<file path="config.mk">
export PLATFORM = sky130hd
export DESIGN_NAME = msc_front
export DESIGN_NICKNAME = d
export VERILOG_FILES = /design/src/hw/rtl/msc_pkg.sv /design/src/hw/rtl/msc_front.sv
export SDC_FILE = /design/constraint.sdc
export NUM_CORES = 1
export LEC_CHECK = 0
export ABC_AREA = 1
export BUFFER_PORTS_ARGS = -buffer_cell sky130_fd_sc_hd__buf_2
export CORE_ASPECT_RATIO = 1.75
export CORE_UTILIZATION = 50
export DETAILED_ROUTE_END_ITERATION = 10
export MAX_ROUTING_LAYER = met4
export PLACE_DENSITY = 0.74
export SLEW_MARGIN = 15
export SYNTH_ARGS = -nofsm -noshare
export SYNTH_HDL_FRONTEND = slang
export SYNTH_SLANG_ARGS = --single-unit
export TNS_END_PERCENT = 5
</file>
<file path="constraint.sdc">
create_clock -name clock -period 3.2 [get_ports clock]
set_input_delay 0.64 -clock clock [delete_from_list [all_inputs] [get_ports clock]]
set_output_delay 0.64 -clock clock [all_outputs]
set_load 0.02 [all_outputs]
</file>
<file path="src/hw/rtl/msc_pkg.sv">
// Shared types and constants for the monotonic stack count block.
// Used by msc_front, msc_back and the top level; depends on nothing.
package msc_pkg;

   localparam int FIELD_POS_BITS = 16;
   localparam int HEIGHT_BITS    = 32;
   localparam int COUNT_BITS     = 11;

   // Item kinds on the request side.
   localparam logic KIND_PUSH  = 1'b0;
   localparam logic KIND_QUERY = 1'b1;

   // Command queue between front and back (power of two).
   localparam int QUEUE_DEPTH = 4;
   localparam int QUEUE_AW    = 2;

   // Classified command: key holds the position of a push or the bound of a query.
   typedef struct packed {
      logic                      is_query;
      logic [FIELD_POS_BITS-1:0] key;
      logic [HEIGHT_BITS-1:0]    height;
   } cmd_type;

endpackage

</file>
<file path="src/hw/rtl/msc_front.sv">
// Front end: accepts request beats, classifies them into commands and queues them.
// Depends on msc_pkg.
module msc_front (
   input  logic                              clock,
   input  logic                              reset,
   input  logic                              req_push,
   output logic                              req_full,
   input  logic                              req_kind,
   input  logic [msc_pkg::FIELD_POS_BITS-1:0] req_position,
   input  logic [msc_pkg::HEIGHT_BITS-1:0]    req_height,
   input  logic [msc_pkg::FIELD_POS_BITS-1:0] req_bound,
   output logic                              cmd_valid,
   output msc_pkg::cmd_type                  cmd,
   input  logic                              cmd_take
);

   msc_pkg::cmd_type                 queue_ff [msc_pkg::QUEUE_DEPTH];
   logic [msc_pkg::QUEUE_AW-1:0]     wr_ptr_ff, wr_ptr_in;
   logic [msc_pkg::QUEUE_AW-1:0]     rd_ptr_ff, rd_ptr_in;
   logic [msc_pkg::QUEUE_AW:0]       fill_ff, fill_in;
   msc_pkg::cmd_type                 new_cmd;
   logic                             accept;
   logic                             take;

   always_comb begin
      new_cmd.is_query = (req_kind == msc_pkg::KIND_QUERY);
      new_cmd.key      = new_cmd.is_query ? req_bound : req_position;
      new_cmd.height   = req_height;
   end

   assign req_full  = (fill_ff == (msc_pkg::QUEUE_AW + 1)'(msc_pkg::QUEUE_DEPTH));
   assign cmd_valid = (fill_ff != '0);
   assign cmd       = queue_ff[rd_ptr_ff];
   assign accept    = req_push && !req_full;
   assign take      = cmd_take && cmd_valid;

   always_comb begin
      wr_ptr_in = accept ? wr_ptr_ff + 1'b1 : wr_ptr_ff;
      rd_ptr_in = take ? rd_ptr_ff + 1'b1 : rd_ptr_ff;
      fill_in   = fill_ff;
      if (accept && !take) begin
         fill_in = fill_ff + 1'b1;
      end else if (take && !accept) begin
         fill_in = fill_ff - 1'b1;
      end
   end

   always_ff @(posedge clock) begin
      if (reset) begin
         wr_ptr_ff <= '0;
         rd_ptr_ff <= '0;
         fill_ff   <= '0;
      end else begin
         wr_ptr_ff <= wr_ptr_in;
         rd_ptr_ff <= rd_ptr_in;
         fill_ff   <= fill_in;
      end
   end

   always_ff @(posedge clock) begin
      if (accept) begin
         queue_ff[wr_ptr_ff] <= new_cmd;
      end
   end

endmodule

</file>
== Yosys cells after proc, flatten, opt, wreduce, memory -nomap -nowiden ==
Memory sizes are Yosys's and may differ from the RTL's. A register that Yosys moved wholly into a read port is not among the register bits.
Cells that the tools add are included.
Cells by class
  multiply operators: 0
  bitwise logic cells: 0
  multiplexer cells: 7
  order comparisons: 0
  equality and inequality tests: 1
  divide/modulo/power cells: 0
  shift operators: 0
  add/subtract/negate cells: 4
  reductions and logical operators: 9
Operators by type and width (count)
  2-to-1 mux 16 bit: 1
  2-to-1 mux 3 bit: 2
  adder 2 x 1 -> 2 bit, second input constant: 2
  logical AND 1 bit: 4
  2-to-1 mux 2 bit: 2
  adder 3 x 1 -> 3 bit, second input constant: 1
  equality test 3 bit, second input constant: 1
  zero test 1 bit: 3
  nonzero test 3 bit: 1
  subtractor 3 x 1 -> 3 bit, second input constant: 1
  2-to-1 mux 1 bit: 2
  nonzero test 2 bit: 1
Storage, ports and cells
  register bits: 7
  logic and storage cells: 25
  bits in read-only memories: 0
  memory bits (writable): 196
  output and inout bits: 51
  input port bits: 69
  memories kept: 1
  latch bits: 0
Memory list
  queue_ff: depth 4, width 49, rd ports 1, clocked after memory_dff 1, write ports 1, line msc_front.sv:17  | msc_pkg::cmd_type queue_ff [msc_pkg::QUEUE_DEPTH];

== Logic depth before layout (Yosys ltp) ==
  word-level depth: 7
  mapped depth: 13
  mapped depth without buffers: 13

== Worst setup path before layout ==
Ideal clock, no wire load.
  path type: in2reg
  start point: input port req_push
  end point: memory queue_ff[0][0] (netlist name) (enable)
  setup time: 456 ps
  arrival: 2808 ps
  path buffers: 0
  data required time: 2744 ps
  stages: 2
  path slack: -63 ps
  path through: nand2_1 nor2_1
On the way
  longest elaborated chain between the ends: 3
RTL lines
  from (decl): line msc_front.sv:6  | input logic req_push,
  logical AND 1 bit: line msc_front.sv:34  | assign accept = req_push && !req_full;
  2-to-1 mux 1 bit: line msc_front.sv:61  | if (accept) begin
  2-to-1 mux 1 bit (not written as such): line msc_front.sv:62  | queue_ff[wr_ptr_ff] <= new_cmd;
  to (decl): line msc_front.sv:17
Every way passes these cells.

==> flow_summary.rst <==
.. list-table::
   :header-rows: 1

   * - Metric
     - Value
   * - Run status
     - finished, final reports clean
   * - Number of hold violations in the final report
     - 0
   * - Maximum buffer depth of the clock tree
     - 3
   * - Drt total wl
     - 16.1 mm
   * - Slew @ Worst Pin
     - about 750 ps
   * - Worst hold path type
     - input port to flop
   * - Final Hold Slack
     - between 300 and 400 ps
   * - Final min period
     - between 3000 and 4000 ps
   * - Number of antenna violations at the first check in global routing
     - 1
   * - CP max stage cell
     - sky130_fd_sc_hd__dfxtp_4
   * - Adder-cell share of the synthesized area
     - around 1.0%
   * - Worst vdd ir
     - 0.000630 V
   * - Largest fanout on the critical path
     - 55
   * - Number of detailed-route iterations in the first pass
     - 5
   * - Proportion of layout cells with a drive suffix above 1
     - 25.5%
   * - Maximum Capacitance Violations
     - 0
   * - Hold Buf Count CTS
     - 0
   * - Synth area leaders
     - sky130_fd_sc_hd__edfxtp_1 (74%), sky130_fd_sc_hd__o21ai_0 (5.9%), sky130_fd_sc_hd__nor2_1 (5.3%)
   * - Fraction of synthesized area in multiplexers
     - 2.27%
   * - Total number of clock tree sinks
     - approximately 200
   * - Number of global-route vias before repair
     - roughly 5100
   * - Via count
     - 4870
   * - Compound-cell area share of the yosys netlist
     - 10.3%
   * - Total congestion overflow
     - 0
   * - Count of pins on the block boundary
     - 120
   * - Sequential-to-total area share from yosys stat
     - between 70% and 80%
   * - Number of vias per cell
     - between 5 and 6
   * - Yosys reg bits
     - 205
   * - Number of placement rows
     - 60
   * - Number of resized instances in the post-cts repair step
     - 0
   * - Post-route clock skew
     - about 3.8 ps
   * - Post-synthesis simple-gate area fraction
     - under 10%
   * - Synthesis Warnings
     - 0
   * - Number of buffers and inverters on the critical path
     - 2
   * - CP Launch Type
     - flop
   * - Number of nets with antenna violations after routing
     - 0
   * - Core area
     - 15500 µm²
   * - Number of nets in the synthesized netlist
     - between 600 and 700
   * - Die Area
     - 16400 µm²
   * - Clk Tree Root Cell
     - sky130_fd_sc_hd__clkbuf_16
   * - Number of nets at the end of the flow
     - 750
   * - Reported leakage power
     - 3.31 nW
   * - Starting DRC count in detailed routing
     - 374
   * - CP Capture Type
     - output port
   * - Post-synthesis instance area
     - roughly 7900 µm²
   * - Arrival time of the worst setup path
     - 2360 ps
   * - HPWL Detailed
     - 9.14 mm
   * - Pin count of the biggest net entering global routing
     - 99
   * - Worst stage delay on the critical path
     - ~700 ps
   * - Clock buffer count from CTS
     - 18
   * - DIE WIDTH
     - just under 100 µm
   * - Final Cell Area
     - roughly 9200 µm²
   * - Count of pins over their slew limit
     - 0
   * - Quantity of I/O buffers inserted on ports
     - 119
   * - Total placed instance area
     - between 8000 and 9000 µm²
   * - Synth-to-layout area growth
     - 16.2%
   * - DR DRC count
     - 0
   * - Xor/xnor cell area share of the yosys netlist
     - less than 1%
   * - GRT Resource Usage Total
     - between 20% and 30%
   * - Wire length of the first global-routing pass
     - between 20 and 30 mm
   * - Final-report setup violation count
     - 0
   * - Fin worst setup slack
     - 199 ps
   * - Worst skew pair latency
     - 470 ps
   * - Place WS
     - 666 ps
   * - Final Wtd Congestion
     - approximately 0.73
   * - Number of distinct standard cells referenced by the synthesized netlist
     - 22
   * - CTS tree
     - built
   * - Power per cell area
     - 802 nW/µm²
   * - Layout fillers
     - 1187
   * - Initial cell density of the core
     - 51.3%
   * - Cells along the critical path
     - buf_4 > o21ai_0 > o22ai_1 > buf_2
   * - Average routed wire per standard cell
     - ~18 µm
   * - RSZ-0062 raised after global routing
     - no
   * - Buffer count from post-CTS setup fixing
     - 0
   * - Die Y
     - around 170 µm
   * - Fraction of synthesized cell area taken by the top area cell type
     - 74.1%
   * - Number of H-tree levels
     - 1
   * - Data required time of the worst path
     - approximately 2600 ps
   * - Largest family of logic cells by synthesized area
     - compound AO/OA/AOI/OAI gates
   * - Cell taking the most area after synthesis
     - sky130_fd_sc_hd__edfxtp_1
   * - Path type of the worst setup path
     - flop to output port
   * - Cell count after synthesis
     - 561
   * - Clock-pin slew reported for the worst setup and hold paths after clock tree synthesis
     - 70 ps
   * - Post-synthesis average cell area
     - 14.2 µm²
   * - Worst-case headroom to the max-slew limit
     - 49.9%
   * - Setup TNS Final
     - 0 ps
   * - Top cell family by delay on the critical path
     - buffers and inverters
   * - Ratio of final minimum period to clock period
     - a little over nine tenths
   * - Max frequency
     - approximately 0.33 GHz
[cells in the mapped netlist]
cell type                    n
sky130_fd_sc_hd__clkbuf_2    4
sky130_fd_sc_hd__fa_1        1
sky130_fd_sc_hd__inv_6       1
sky130_fd_sc_hd__nand2_1    15
sky130_fd_sc_hd__o21ai_0    94
sky130_fd_sc_hd__a21oi_1     3
sky130_fd_sc_hd__inv_1      15
sky130_fd_sc_hd__mux2_2     16
sky130_fd_sc_hd__inv_2       1
sky130_fd_sc_hd__clkbuf_1    6
sky130_fd_sc_hd__nand3b_1    1
sky130_fd_sc_hd__o21ai_1     5
sky130_fd_sc_hd__buf_6       8
sky130_fd_sc_hd__o22ai_1    49
sky130_fd_sc_hd__nor2_1    112
sky130_fd_sc_hd__dfxtp_1     9
sky130_fd_sc_hd__buf_2      13
sky130_fd_sc_hd__nand3_1     4
sky130_fd_sc_hd__xor2_1      1
sky130_fd_sc_hd__buf_4       2
sky130_fd_sc_hd__edfxtp_1  196
sky130_fd_sc_hd__ha_1        5
[layout by cell type, fill, tap and decap left out]
| cell type | netlist | layout |
|---|---|---|
| sky130_fd_sc_hd__a21oi_1 | 3 | 3 |
| sky130_fd_sc_hd__buf_12 | 0 | 1 |
| sky130_fd_sc_hd__buf_2 | 13 | 119 |
| sky130_fd_sc_hd__buf_4 | 2 | 7 |
| sky130_fd_sc_hd__bufinv_16 | 0 | 1 |
| sky130_fd_sc_hd__clkbuf_1 | 6 | 4 |
| sky130_fd_sc_hd__clkbuf_16 | 0 | 19 |
| sky130_fd_sc_hd__clkinv_1 | 0 | 3 |
| sky130_fd_sc_hd__clkinv_2 | 0 | 2 |
| sky130_fd_sc_hd__dfxtp_1 | 9 | 7 |
| sky130_fd_sc_hd__dfxtp_2 | 0 | 1 |
| sky130_fd_sc_hd__dfxtp_4 | 0 | 1 |
| sky130_fd_sc_hd__diode_2 | 0 | 1 |
| sky130_fd_sc_hd__edfxtp_1 | 196 | 196 |
| sky130_fd_sc_hd__fa_1 | 1 | 1 |
| sky130_fd_sc_hd__ha_1 | 5 | 5 |
| sky130_fd_sc_hd__inv_1 | 15 | 15 |
| sky130_fd_sc_hd__inv_2 | 1 | 1 |
| sky130_fd_sc_hd__inv_6 | 1 | 3 |
| sky130_fd_sc_hd__mux2_2 | 16 | 16 |
| sky130_fd_sc_hd__nand2_1 | 15 | 15 |
| sky130_fd_sc_hd__nand3_1 | 4 | 4 |
| sky130_fd_sc_hd__nand3b_1 | 1 | 1 |
| sky130_fd_sc_hd__nor2_1 | 112 | 108 |
| sky130_fd_sc_hd__nor2_4 | 0 | 4 |
| sky130_fd_sc_hd__o21ai_0 | 94 | 94 |
| sky130_fd_sc_hd__o21ai_1 | 5 | 5 |
| sky130_fd_sc_hd__o22ai_1 | 49 | 49 |
| sky130_fd_sc_hd__xor2_1 | 1 | 1 |
[cell families after synthesis]
group,Yosys count
AOI/OAI and AO/OA,151
DFF,205
xor gates and xnor gates,1
muxes,16
and+or+nand+nor,132
buffers and inverters,50
adders and majority gates,6
[power by group]
part	leakage (nW)	internal [mW]	switching, mW
clock network	0.275	1.17	0.883
logic	1.16	0.571	1.34
registers	1.87	3.28	0.155
total	3.31	5.02	2.38
[per-stage QoR]
step           total power, mW  utilization [%]  cells
2_1_floorplan             4.77                -    561
3_3_place_gp              5.33             56.0    841
3_5_place_dp              5.41             56.0    841
4_1_cts                   7.46             59.6    872
5_1_grt                   7.76             59.7    873
6_report                  7.40             59.7    873
[state kept, by name (all words and copies together), names as in the netlist, named ones only]
| signal | cells |
|---|---|
| wr_ptr_ff | 2 |
| queue_ff | 196 |
| fill_ff | 3 |
| rd_ptr_ff | 2 |
[cell type report]
type	instances	area, µm²	area share [%]
antenna	1	2.50	0.0271
multi-input combinational	306	1620	17.6
sequential	205	6070	65.8
timing repair buffer	127	668	7.24
clock inverter	8	68.8	0.746
clock buffer	23	490	5.32
inverter	17	68.8	0.746
tap	186	233	2.52
[metal layers]
layer  wire length [µm]  track usage [%]  vias up  share of wire (%)
li1                   -                -     2304                  -
met1               6250             22.3     2410                 39
met2               8850             37.7      136                 55
met3                723             2.73       20                4.5
met4                280             5.88        0                1.7
met5                  0                -        -                  0
[path summary, 6_finish.rpt]
check                                               start  slack [ps]                         to  cells past startpoint
worst max register to register    fill_ff[1]$_SDFFE_PP0P_         970    fill_ff[1]$_SDFFE_PP0P_                      9
worst min-delay path                       req_height[23]         390  queue_ff[2][23]$_DFFE_PP_                      1
worst max-delay path                                 flop         200                     cmd[6]                      4
worst min register to register  rd_ptr_ff[1]$_SDFFE_PP0P_         490                       flop                      2
Power figures use the tool's default switching activity.
